===== config.mk =====
export PLATFORM = sky130hd
export DESIGN_NAME = midpoint_disc_pixel_generator
export DESIGN_NICKNAME = d
export VERILOG_FILES = /design/src/hw/rtl/mdpg_pkg.sv /design/src/hw/rtl/midpoint_disc_pixel_generator.sv
export SDC_FILE = /design/constraint.sdc
export NUM_CORES = 1
export LEC_CHECK = 0
export BUFFER_PORTS_ARGS = -buffer_cell sky130_fd_sc_hd__buf_4
export CORE_MARGIN = 4
export CORE_UTILIZATION = 60
export DETAILED_ROUTE_END_ITERATION = 8
export GPL_ROUTABILITY_DRIVEN = 0
export PLACE_DENSITY = 0.89
export SYNTH_ARGS = -nofsm -noshare
export SYNTH_HDL_FRONTEND = slang
export SYNTH_SLANG_ARGS = --single-unit

===== constraint.sdc =====
create_clock -name clock -period 7.35 [get_ports clock]
set_input_delay 1.1025 -clock clock [delete_from_list [all_inputs] [get_ports clock]]
set_output_delay 1.1025 -clock clock [all_outputs]
set_load 0.005 [all_outputs]

===== src/hw/rtl/mdpg_pkg.sv =====
// ----------------------------------------------------------------------------
// mdpg_pkg: shared definitions for the midpoint disc pixel generator
// Coordinate and radius widths, derived field widths and command codes.
// ----------------------------------------------------------------------------
package mdpg_pkg;

   // coordinate and radius widths
   localparam int COORD_BITS  = 12;
   localparam int RADIUS_BITS = 8;

   // derived widths of the walk state
   localparam int WALK_BITS = RADIUS_BITS + 2;
   localparam int STEP_BITS = RADIUS_BITS + 3;
   localparam int ERR_BITS  = RADIUS_BITS + 5;
   localparam int PIX_BITS  = COORD_BITS + 2;
   localparam int SUM_BITS  = ((PIX_BITS > WALK_BITS) ? PIX_BITS : WALK_BITS) + 1;

   // stream payload widths, padded to whole bytes
   localparam int REQ_FIELD_BITS = 2 * COORD_BITS;
   localparam int REQ_DATA_BITS  = ((REQ_FIELD_BITS + 7) / 8) * 8;
   localparam int RSP_FIELD_BITS = 2 * PIX_BITS;
   localparam int RSP_DATA_BITS  = ((RSP_FIELD_BITS + 7) / 8) * 8;

   // reset radius of the disc
   localparam logic [RADIUS_BITS-1:0] RADIUS_RESET = RADIUS_BITS'(8);

   // command codes carried on req_tuser
   localparam logic FUNC_START = 1'b0;
   localparam logic FUNC_NEXT  = 1'b1;

   // final mirror of the eight octants
   localparam logic [2:0] OCT_LAST = 3'd7;

   typedef logic [COORD_BITS-1:0]         coord_type;
   typedef logic [RADIUS_BITS-1:0]        radius_type;
   typedef logic signed [WALK_BITS-1:0]   walk_type;
   typedef logic signed [STEP_BITS-1:0]   step_type;
   typedef logic signed [ERR_BITS-1:0]    err_type;
   typedef logic signed [PIX_BITS-1:0]    pix_type;
   typedef logic signed [SUM_BITS-1:0]    sum_type;

endpackage


===== src/hw/rtl/midpoint_disc_pixel_generator.sv =====
// ----------------------------------------------------------------------------
// midpoint_disc_pixel_generator: filled disc as concentric midpoint circles
// A start transfer latches the center, opening ring 1 if radius > 1; a next
// transfer emits an octant mirror and steps the walk, or flags last if idle.
// ----------------------------------------------------------------------------
//
//  channel  dir  tdata (low bit up)                 tuser         tlast
//  req      in   center_x, center_y                 func          -
//  rsp      out  pixel_x, pixel_y, zero pad         pixel_valid   last_pixel
//  csr      in   csr_wdata = disc_radius, written when csr_we is high
//
//  one request transfer per cycle while req_tready is high; its result
//  appears in the response register on the next cycle, set by the octant
//  mirror of the state registers (a mux and one narrow add).
//  req_tready is low only while a response is held and rsp_tready is low.
//  synchronous active-high reset clears the walk (idle) and sets radius 8.
//
module midpoint_disc_pixel_generator (
   input  logic                              clock,
   input  logic                              reset,
   // request: center_x [11:0], center_y [23:12]
   input  logic [mdpg_pkg::REQ_DATA_BITS-1:0] req_tdata,
   // request: func [0]
   input  logic                              req_tuser,
   input  logic                              req_tvalid,
   output logic                              req_tready,
   // response: pixel_x [13:0], pixel_y [27:14], zero pad above
   output logic [mdpg_pkg::RSP_DATA_BITS-1:0] rsp_tdata,
   // response: pixel_valid [0]
   output logic                              rsp_tuser,
   output logic                              rsp_tlast,
   output logic                              rsp_tvalid,
   input  logic                              rsp_tready,
   // configuration: disc_radius
   input  logic                              csr_we,
   input  logic [mdpg_pkg::RADIUS_BITS-1:0]   csr_wdata
);

   // configuration and walk state
   mdpg_pkg::radius_type radius_ff;
   mdpg_pkg::coord_type  center_col_ff, center_col_in;
   mdpg_pkg::coord_type  center_row_ff, center_row_in;
   mdpg_pkg::radius_type ring_ff, ring_in;
   mdpg_pkg::walk_type   walk_x_ff, walk_x_in;
   mdpg_pkg::walk_type   walk_y_ff, walk_y_in;
   mdpg_pkg::step_type   step_tx_ff, step_tx_in;
   mdpg_pkg::step_type   step_ty_ff, step_ty_in;
   mdpg_pkg::err_type    error_ff, error_in;
   logic [2:0]           octant_ff, octant_in;
   logic                 active_ff, active_in;

   // response register
   logic                 rsp_valid_ff;
   mdpg_pkg::pix_type    rsp_px_ff, rsp_px_in;
   mdpg_pkg::pix_type    rsp_py_ff, rsp_py_in;
   logic                 rsp_pv_ff, rsp_pv_in;
   logic                 rsp_last_ff, rsp_last_in;

   logic                 accept;

   // mirror and update terms
   mdpg_pkg::sum_type    cx_s, cy_s, x_s, y_s, a_s, b_s, px_s, py_s;
   mdpg_pkg::err_type    two_r;
   logic                 err_le0, err1_gt0;
   mdpg_pkg::err_type    err1, err2;
   mdpg_pkg::walk_type   x1, y1;
   mdpg_pkg::step_type   tx1, ty1;
   logic [mdpg_pkg::RADIUS_BITS:0] ring_next;

   // output register parts the two sides
   assign req_tready = !rsp_valid_ff || rsp_tready;
   assign accept     = req_tvalid && req_tready;

   // octant mirror of the current point
   assign cx_s = mdpg_pkg::SUM_BITS'($signed({1'b0, center_col_ff}));
   assign cy_s = mdpg_pkg::SUM_BITS'($signed({1'b0, center_row_ff}));
   assign x_s  = mdpg_pkg::SUM_BITS'(walk_x_ff);
   assign y_s  = mdpg_pkg::SUM_BITS'(walk_y_ff);
   assign a_s  = octant_ff[2] ? y_s : x_s;
   assign b_s  = octant_ff[2] ? x_s : y_s;
   assign px_s = octant_ff[1] ? (cx_s - a_s) : (cx_s + a_s);
   assign py_s = octant_ff[0] ? (cy_s + b_s) : (cy_s - b_s);

   // error update after the eighth mirror
   assign two_r    = mdpg_pkg::ERR_BITS'({ring_ff, 1'b0});
   assign err_le0  = error_ff[mdpg_pkg::ERR_BITS-1] || (error_ff == '0);
   assign err1     = err_le0 ? (error_ff + mdpg_pkg::ERR_BITS'(step_ty_ff)) : error_ff;
   assign y1       = err_le0 ? (walk_y_ff + mdpg_pkg::WALK_BITS'(1)) : walk_y_ff;
   assign ty1      = err_le0 ? (step_ty_ff + mdpg_pkg::STEP_BITS'(2)) : step_ty_ff;
   assign err1_gt0 = !err1[mdpg_pkg::ERR_BITS-1] && (err1 != '0);
   assign tx1      = err1_gt0 ? (step_tx_ff + mdpg_pkg::STEP_BITS'(2)) : step_tx_ff;
   assign x1       = err1_gt0 ? (walk_x_ff - mdpg_pkg::WALK_BITS'(1)) : walk_x_ff;
   assign err2     = err1_gt0 ? (err1 + mdpg_pkg::ERR_BITS'(tx1) - two_r) : err1;
   assign ring_next = {1'b0, ring_ff} + (mdpg_pkg::RADIUS_BITS + 1)'(1);

   // next walk state and response
   always_comb begin
      center_col_in = center_col_ff;
      center_row_in = center_row_ff;
      ring_in       = ring_ff;
      walk_x_in     = walk_x_ff;
      walk_y_in     = walk_y_ff;
      step_tx_in    = step_tx_ff;
      step_ty_in    = step_ty_ff;
      error_in      = error_ff;
      octant_in     = octant_ff;
      active_in     = active_ff;
      rsp_px_in     = '0;
      rsp_py_in     = '0;
      rsp_pv_in     = 1'b0;
      rsp_last_in   = 1'b0;
      if (req_tuser == mdpg_pkg::FUNC_START) begin
         center_col_in = req_tdata[mdpg_pkg::COORD_BITS-1:0];
         center_row_in = req_tdata[2*mdpg_pkg::COORD_BITS-1:mdpg_pkg::COORD_BITS];
         step_tx_in    = mdpg_pkg::STEP_BITS'(1);
         step_ty_in    = mdpg_pkg::STEP_BITS'(1);
         walk_y_in     = '0;
         octant_in     = '0;
         if (radius_ff > mdpg_pkg::RADIUS_BITS'(1)) begin
            ring_in   = mdpg_pkg::RADIUS_BITS'(1);
            walk_x_in = '0;
            error_in  = -mdpg_pkg::ERR_BITS'(1);
            active_in = 1'b1;
         end else begin
            ring_in   = '0;
            walk_x_in = -mdpg_pkg::WALK_BITS'(1);
            error_in  = mdpg_pkg::ERR_BITS'(1);
            active_in = 1'b0;
         end
      end else if (!active_ff) begin
         rsp_last_in = 1'b1;
      end else begin
         rsp_px_in = mdpg_pkg::PIX_BITS'(px_s);
         rsp_py_in = mdpg_pkg::PIX_BITS'(py_s);
         rsp_pv_in = 1'b1;
         if (octant_ff != mdpg_pkg::OCT_LAST) begin
            octant_in = octant_ff + 3'd1;
         end else begin
            octant_in  = '0;
            walk_x_in  = x1;
            walk_y_in  = y1;
            step_tx_in = tx1;
            step_ty_in = ty1;
            error_in   = err2;
            if (x1 < y1) begin
               if (ring_next >= {1'b0, radius_ff}) begin
                  active_in   = 1'b0;
                  rsp_last_in = 1'b1;
               end else begin
                  // open the next ring: x = r-1, error = 1-2r
                  ring_in    = ring_next[mdpg_pkg::RADIUS_BITS-1:0];
                  walk_x_in  = mdpg_pkg::WALK_BITS'(ring_ff);
                  walk_y_in  = '0;
                  step_tx_in = mdpg_pkg::STEP_BITS'(1);
                  step_ty_in = mdpg_pkg::STEP_BITS'(1);
                  error_in   = ~two_r;
               end
            end
         end
      end
   end

   // control and walk registers
   always_ff @(posedge clock) begin
      if (reset) begin
         radius_ff     <= mdpg_pkg::RADIUS_RESET;
         center_col_ff <= '0;
         center_row_ff <= '0;
         ring_ff       <= '0;
         walk_x_ff     <= '0;
         walk_y_ff     <= '0;
         step_tx_ff    <= mdpg_pkg::STEP_BITS'(1);
         step_ty_ff    <= mdpg_pkg::STEP_BITS'(1);
         error_ff      <= '0;
         octant_ff     <= '0;
         active_ff     <= 1'b0;
         rsp_valid_ff  <= 1'b0;
      end else begin
         if (csr_we) begin
            radius_ff <= csr_wdata;
         end
         if (accept) begin
            center_col_ff <= center_col_in;
            center_row_ff <= center_row_in;
            ring_ff       <= ring_in;
            walk_x_ff     <= walk_x_in;
            walk_y_ff     <= walk_y_in;
            step_tx_ff    <= step_tx_in;
            step_ty_ff    <= step_ty_in;
            error_ff      <= error_in;
            octant_ff     <= octant_in;
            active_ff     <= active_in;
            rsp_valid_ff  <= 1'b1;
         end else if (rsp_tready) begin
            rsp_valid_ff  <= 1'b0;
         end
      end
   end

   // response payload
   always_ff @(posedge clock) begin
      if (accept) begin
         rsp_px_ff   <= rsp_px_in;
         rsp_py_ff   <= rsp_py_in;
         rsp_pv_ff   <= rsp_pv_in;
         rsp_last_ff <= rsp_last_in;
      end
   end

   assign rsp_tvalid = rsp_valid_ff;
   assign rsp_tdata  = mdpg_pkg::RSP_DATA_BITS'({rsp_py_ff, rsp_px_ff});
   assign rsp_tuser  = rsp_pv_ff;
   assign rsp_tlast  = rsp_last_ff;

`ifndef SYNTH
   // a walk in mid-ring is always an active one
   assert property (@(posedge clock) disable iff (reset)
      (octant_ff != 3'd0) |-> active_ff)
      else $error("octant advanced while walk idle");

   // an active walk never sits on the empty ring
   assert property (@(posedge clock) disable iff (reset)
      active_ff |-> (ring_ff != '0))
      else $error("active walk on invalid ring");

   // no pixel means zero coordinates
   assert property (@(posedge clock) disable iff (reset)
      (rsp_valid_ff && !rsp_pv_ff) |-> (rsp_px_ff == '0) && (rsp_py_ff == '0))
      else $error("coordinates set without a pixel");

   // the final pixel closes the walk
   assert property (@(posedge clock) disable iff (reset)
      (rsp_valid_ff && rsp_pv_ff && rsp_last_ff) |-> !active_ff)
      else $error("last pixel while walk still active");

   // a start transfer yields an empty, non-final response
   assert property (@(posedge clock) disable iff (reset)
      (accept && req_tuser == mdpg_pkg::FUNC_START) |=> (!rsp_pv_ff && !rsp_last_ff))
      else $error("start response not empty");
`endif

endmodule


# After elaboration in Yosys (flattened, before gate mapping)
# Cells that the tools add are included.
dict set report word_totals {
  regBits 130
  inputBits 38
  output_inout_bits 36
}
dict set report classes {
  n_addsub 13
  n_lt_le_gt_ge 3
  n_eq_ne 5
  n_mux 59
  bitwise 2
  reduce_logical 14
}
# operator n
set ops {}
lappend ops {{11-bit two-way mux} 12}
lappend ops {{10-bit two-way mux} 13}
lappend ops {{13-bit two-way mux} 8}
lappend ops {{14-bit two-way mux} 4}
lappend ops {{8-bit two-way mux} 5}
lappend ops {{13-bit by 14-bit adder with 14-bit output} 2}
lappend ops {{13-bit by 14-bit subtractor with 14-bit output} 2}
lappend ops {{13-bit by 11-bit adder with 13-bit output} 2}
lappend ops {{11-bit by 3-bit adder with 11-bit output, second input constant} 2}
lappend ops {{1-bit two-way mux} 14}
lappend ops {{13-bit logical NOT} 1}
lappend ops {{9-bit inverter with 13-bit output} 1}
lappend ops {{13-bit nonzero test} 1}
lappend ops {{13-bit by 10-bit subtractor with 13-bit output} 1}
lappend ops {{10-bit by 2-bit adder with 10-bit output, second input constant} 1}
lappend ops {{10-bit less-than comparator} 1}
lappend ops {{10-bit by 2-bit subtractor with 10-bit output, second input constant} 1}
lappend ops {{8-bit by 1-bit adder with 9-bit output, second input constant} 1}
lappend ops {{9-bit by 8-bit >= comparator with 1-bit output} 1}
lappend ops {{3-bit two-way mux} 3}
lappend ops {{8-bit by 1-bit > comparator with 1-bit output, second input constant} 1}
lappend ops {{2-bit AND reduction} 3}
lappend ops {{5-bit AND reduction} 1}
lappend ops {{2-bit by 1-bit != test with 1-bit output, second input constant} 2}
lappend ops {{9 further kinds} 13}

# Longest topological paths before layout
dict set report depth {
  word_depth 14
  mapped_depth 26
}

# Least setup slack after synthesis
# Ideal clock, no wire load.
dict set report synth_path {
  kind {reg-to-reg}
  from {register error_ff[0]}
  to {register error_ff[11]}
  arrival_ns 5.191
  required_ns 7.231
  setup_slack_ns 2.040
  path_stages_with_launch 26
  path_buffers 3
  period_less_slack_ns 5.310
  cell_sequence {dfxtp_1 > ha_1 > inv_1 > fa_1 > nand2b_1 > a211oi_2 > o21a_1 > o211ai_1 > and2_0 > clkbuf_1 > a31oi_2 > clkbuf_1 > buf_1 > xnor2_1 > fa_1 > inv_1 > ha_1 > a21oi_1 > nand2b_1 > a21boi_0 > o31a_1 > o41ai_1 > o21ai_0 > a21oi_1 > mux2i_1 > o221a_2}
}
dict set report synth_via {
  elab_chain_cells 14
  elab_cells_between_ends 19
  classes_between {add/sub (3); order compare (1); mux (10); reduce/logical (5)}
}
# item line_no
set synth_rtl {}
lappend synth_rtl {{start: declaration} midpoint_disc_pixel_generator.sv:48} ;# mdpg_pkg::err_type error_ff, error_in;
lappend synth_rtl {{start signal: assignment} midpoint_disc_pixel_generator.sv:190} ;# error_ff <= error_in;
lappend synth_rtl {{branches (longest 10 deep; another with 13-bit by 11-bit adder with 13-bit output)} --}
lappend synth_rtl {{13-bit two-way mux (*)} midpoint_disc_pixel_generator.sv:145} ;# if (x1 < y1) begin
lappend synth_rtl {{13-bit two-way mux (*)} midpoint_disc_pixel_generator.sv:136} ;# if (octant_ff != mdpg_pkg::OCT_LAST) begin
lappend synth_rtl {{13-bit two-way mux (*)} midpoint_disc_pixel_generator.sv:130} ;# end else if (!active_ff) begin
lappend synth_rtl {{13-bit two-way mux (*)} midpoint_disc_pixel_generator.sv:112} ;# if (req_tuser == mdpg_pkg::FUNC_START) begin
# Mark *: on every way between the ends. The select of a mux whose other input is x is not followed.
# A chain may end at the register's enable or synchronous reset.

==> reports/results.ini <==
[critical_path]
r2r_end=step_ty_ff[3]$_SDFFE_PP0P_
cp.required_ns=7.70
worst_ep_arrival_time_ns=6.97
ff2ff_path_depth=23
ff2ff_setup_slack_ns=0.74
slowest_stage=nor2_1
start_kind=flop
slowest_delay_ns=0.84
crit_path_end_kind=flop
r2r_start=step_tx_ff[0]$_SDFFE_PP1P_
crit_chain=ha_1, inv_1, fa_1, nand2b_1, a211oi_2, o21a_1, o211ai_1, and2_0, a31oi_4, nand4_1, xnor2_1, ha_1, o211ai_1, o21ai_0, a21oi_1, o31ai_1, o31ai_1, a211oi_1, o311ai_4, nor2_1, o21ai_1, buf_4, nor2_1
crit_fanout=21
crit_type=flop to flop

[detailed_routing]
route.detailed.drc=0
drtPass1Iterations=6
drt_iter0_markers=1050
ant_nets=0
wl_per_cell_um=17.18
via_per_inst=6.169
detail_route.wirelength_um=25120
vias=9019

[yosys]
async_reset_ff_share_pct=0
yosys_register_bits=129
synth-edff-count=30
yosysWarnings=0
ys_types=79
synthCells=1191
synthFlopType=dfxtp_1
seq_area_frac_synth_pct=29.87
synth_area_mm2=0.009652
postSynthAreaPerCell_um2=8.104

[clock_tree]
hold_buffers=0
postCtsSetupBuffers=0
clock_latency_ns=0.42
cts.path.max_buffers=2
clock_tree.root_cell=clkbuf_16
clk_pin_slew_ns=0.06
clkSinkCount=129
cts_made_buffers=17
ctsHtreeMaxLevel=4
cts_resized=0
cts_tree=built

[power_and_ir_drop]
power_leakage_nw=4.451
vdd_drop_max_uv=209.6
powerDensity_mw_per_mm2=237.9

[hold_path]
hold-path-cell-count=2
min_to=center_row_ff[6]$_SDFFE_PP0P_
holdCritPathClass=flop to flop
holdCritStartpoint=center_row_ff[6]$_SDFFE_PP0P_

[die]
core_mm2=0.01583
initial_core_util_pct=60.98
die-area_mm2=0.01818
die_height_um=134.8
placementRows=46
die_w_um=134.8
io_pins=74

[timing]
finalSetupViolCount=0
setup_tns_ns=0
worst_pin_slew_ns=1.037
fin_crit_sh_pct=89.97
period_minus_slack_ns=6.613
slew_headroom_pct=30.59
timing.fmax_mhz=151.2
rsz0062_at_grt=false
clock_skew_ns=0.007683
drv_slew=0
hold_violations=0

[grt]
grt_pass1_wl_um=41280
grt_max_degree=63
grt_use_met3_pct=5.961
antenna_found_initial=0
gr-usage-met1_pct=33.99
grt_pass1_vias=8759
top_usage_layer=met2
gr-usage-met2_pct=45.97
track_usage_pct=27.83
gr-total-overflow=0

[final_layout]
area_delta_synth_final_pct=11.73
fillers=1214
regArea_mm2=0.002883
nets=1359
antenna_cells=0
most-common-layout-cells=137 x nand2_1, 125 x nor2_1, 101 x a21oi_1
final_common_cell=nand2_1
fin_area_mm2=0.01078
multi_input_area_mm2=0.006228
drive_gt1_share_pct=10.59

[status]
status=complete, no violations

[placed_design]
place_hpwl_um=18000
placed_cell_area_mm2=0.01027
port_buffers=69

[job]
max-cap-violations=0

layer usage:
layer | share of wire [%] | up-vias
li1 | - | 4272
met1 | 40 | 4174
met2 | 46 | 460
met3 | 8.5 | 113
met4 | 4.9 | 0
met5 | 0 | -
through the flow:
stage	instances	utilization [%]	power [W]	hold WS [ns]	setup slack (ns)
6_report	1462	68.13	0.002566	0.4608	0.7373
5_1_grt	1462	68.13	0.002710	0.4738	0.3452
4_1_cts	1462	68.13	0.002542	0.4570	0.9396
3_5_place_dp	1430	64.92	0.001803	0.4498	1.026
3_3_place_gp	1430	64.92	0.001768	0.4450	1.289
2_1_floorplan	1194	-	0.001591	0.4363	2.040
worst max path at each step:
| stage | from | to | slack (ns) | cells after the start |
|---|---|---|---|---|
| floorplan | error_ff[0]$_SDFFE_PP0P_ | error_ff[11]$_SDFFE_PP0P_ | 2.04 | 25 |
| global route | error_ff[0]$_SDFFE_PP0P_ | step_ty_ff[2]$_SDFFE_PP0P_ | 0.35 | 23 |
| finish | step_tx_ff[0]$_SDFFE_PP1P_ | step_ty_ff[3]$_SDFFE_PP0P_ | 0.74 | 23 |
| CTS | step_tx_ff[0]$_SDFFE_PP1P_ | step_ty_ff[3]$_SDFFE_PP0P_ | 0.94 | 23 |
| global placement | error_ff[0]$_SDFFE_PP0P_ | ring_ff[2]$_SDFFE_PP0P_ | 1.29 | 23 |
| detailed placement | step_tx_ff[0]$_SDFFE_PP1P_ | step_ty_ff[6]$_SDFFE_PP0P_ | 1.03 | 23 |
synth_stat cells (all sizes together) (5+ instances only):
| master | number | area (um^2) |
|---|---|---|
| buf | 22 | 127.6 |
| o211ai | 6 | 45.04 |
| nand2b | 11 | 76.32 |
| a21o | 6 | 45.04 |
| o41ai | 5 | 43.79 |
| o21a | 8 | 60.06 |
| nor4 | 9 | 71.32 |
| nor2b | 7 | 43.79 |
| nor2 | 127 | 479.2 |
| o31ai | 9 | 67.56 |
| mux2i | 39 | 390.4 |
| edfxtp | 30 | 900.9 |
| a21boi | 7 | 52.55 |
| nor3 | 21 | 105.1 |
| fa | 11 | 220.2 |
| o21ai | 62 | 310.3 |
| and3 | 21 | 131.4 |
| inv | 79 | 296.5 |
| nand4 | 11 | 68.82 |
| or2 | 5 | 31.28 |
| xnor2 | 56 | 498.0 |
| xor2 | 37 | 331.6 |
| o21bai | 8 | 60.06 |
| nand2 | 137 | 514.2 |
| and2 | 9 | 56.31 |
| nand3 | 35 | 175.2 |
| a41oi | 5 | 51.30 |
| or3 | 7 | 43.79 |
| dfxtp | 99 | 1982 |
| ha | 77 | 963.4 |
| a21oi | 103 | 519.3 |
| a31oi | 9 | 62.56 |
| a211oi | 13 | 107.6 |
| o32a | 7 | 70.07 |
| clkbuf | 37 | 138.9 |
registers in the layout, summed over array words and instances, names as in the netlist, 3 cells and up:
| signal | count |
|---|---|
| rsp_px_ff | 14 |
| center_row_ff | 12 |
| walk_y_ff | 10 |
| walk_x_ff | 10 |
| step_ty_ff | 10 |
| error_ff | 13 |
| step_tx_ff | 11 |
| octant_ff | 3 |
| ring_ff | 8 |
| rsp_py_ff | 14 |
| radius_ff | 8 |
| center_col_ff | 12 |
cell type report:
type / instances / share of cell area, %
multi-input cells: 926 / 57.76
flip-flops and latches: 129 / 26.73
repair buffers: 79 / 5.499
clock buffers: 21 / 4.084
inverters: 80 / 2.785
well taps: 216 / 2.506
clock inverters: 11 / 0.6381
critical path: cells and delay by family (launching register included):
kind | cells | cell delay, ns
AO/OA/AOI/OAI | 12 | 3.00
AND/OR/NAND/NOR | 5 | 1.71
adder cells (fa/ha/maj) | 3 | 0.94
flip-flops | 1 | 0.37
buffers and inverters | 2 | 0.30
XOR/XNOR | 1 | 0.22
where the power goes:
| part | total, W | internal [W] | switching, W |
|---|---|---|---|
| registers | 0.000799 | 0.000760 | 0.0000385 |
| clock network | 0.000739 | 0.000425 | 0.000314 |
| logic | 0.00103 | 0.000416 | 0.000612 |
| total | 0.00257 | 0.00160 | 0.000964 |
kinds of logic after synthesis:
| group | count (synthesis) | share of synthesized area, % |
|---|---|---|
| other | 1 | 0.03885 |
| buffers and inverters | 139 | 5.872 |
| AO/OA/AOI/OAI | 283 | 18.98 |
| multiplexers | 43 | 4.511 |
| adder cells (fa/ha/maj) | 88 | 12.26 |
| flip-flops | 129 | 29.87 |
| AND/OR/NAND/NOR | 415 | 19.87 |
| XOR/XNOR | 93 | 8.595 |
No activity file was read; power rests on OpenSTA's default activity.
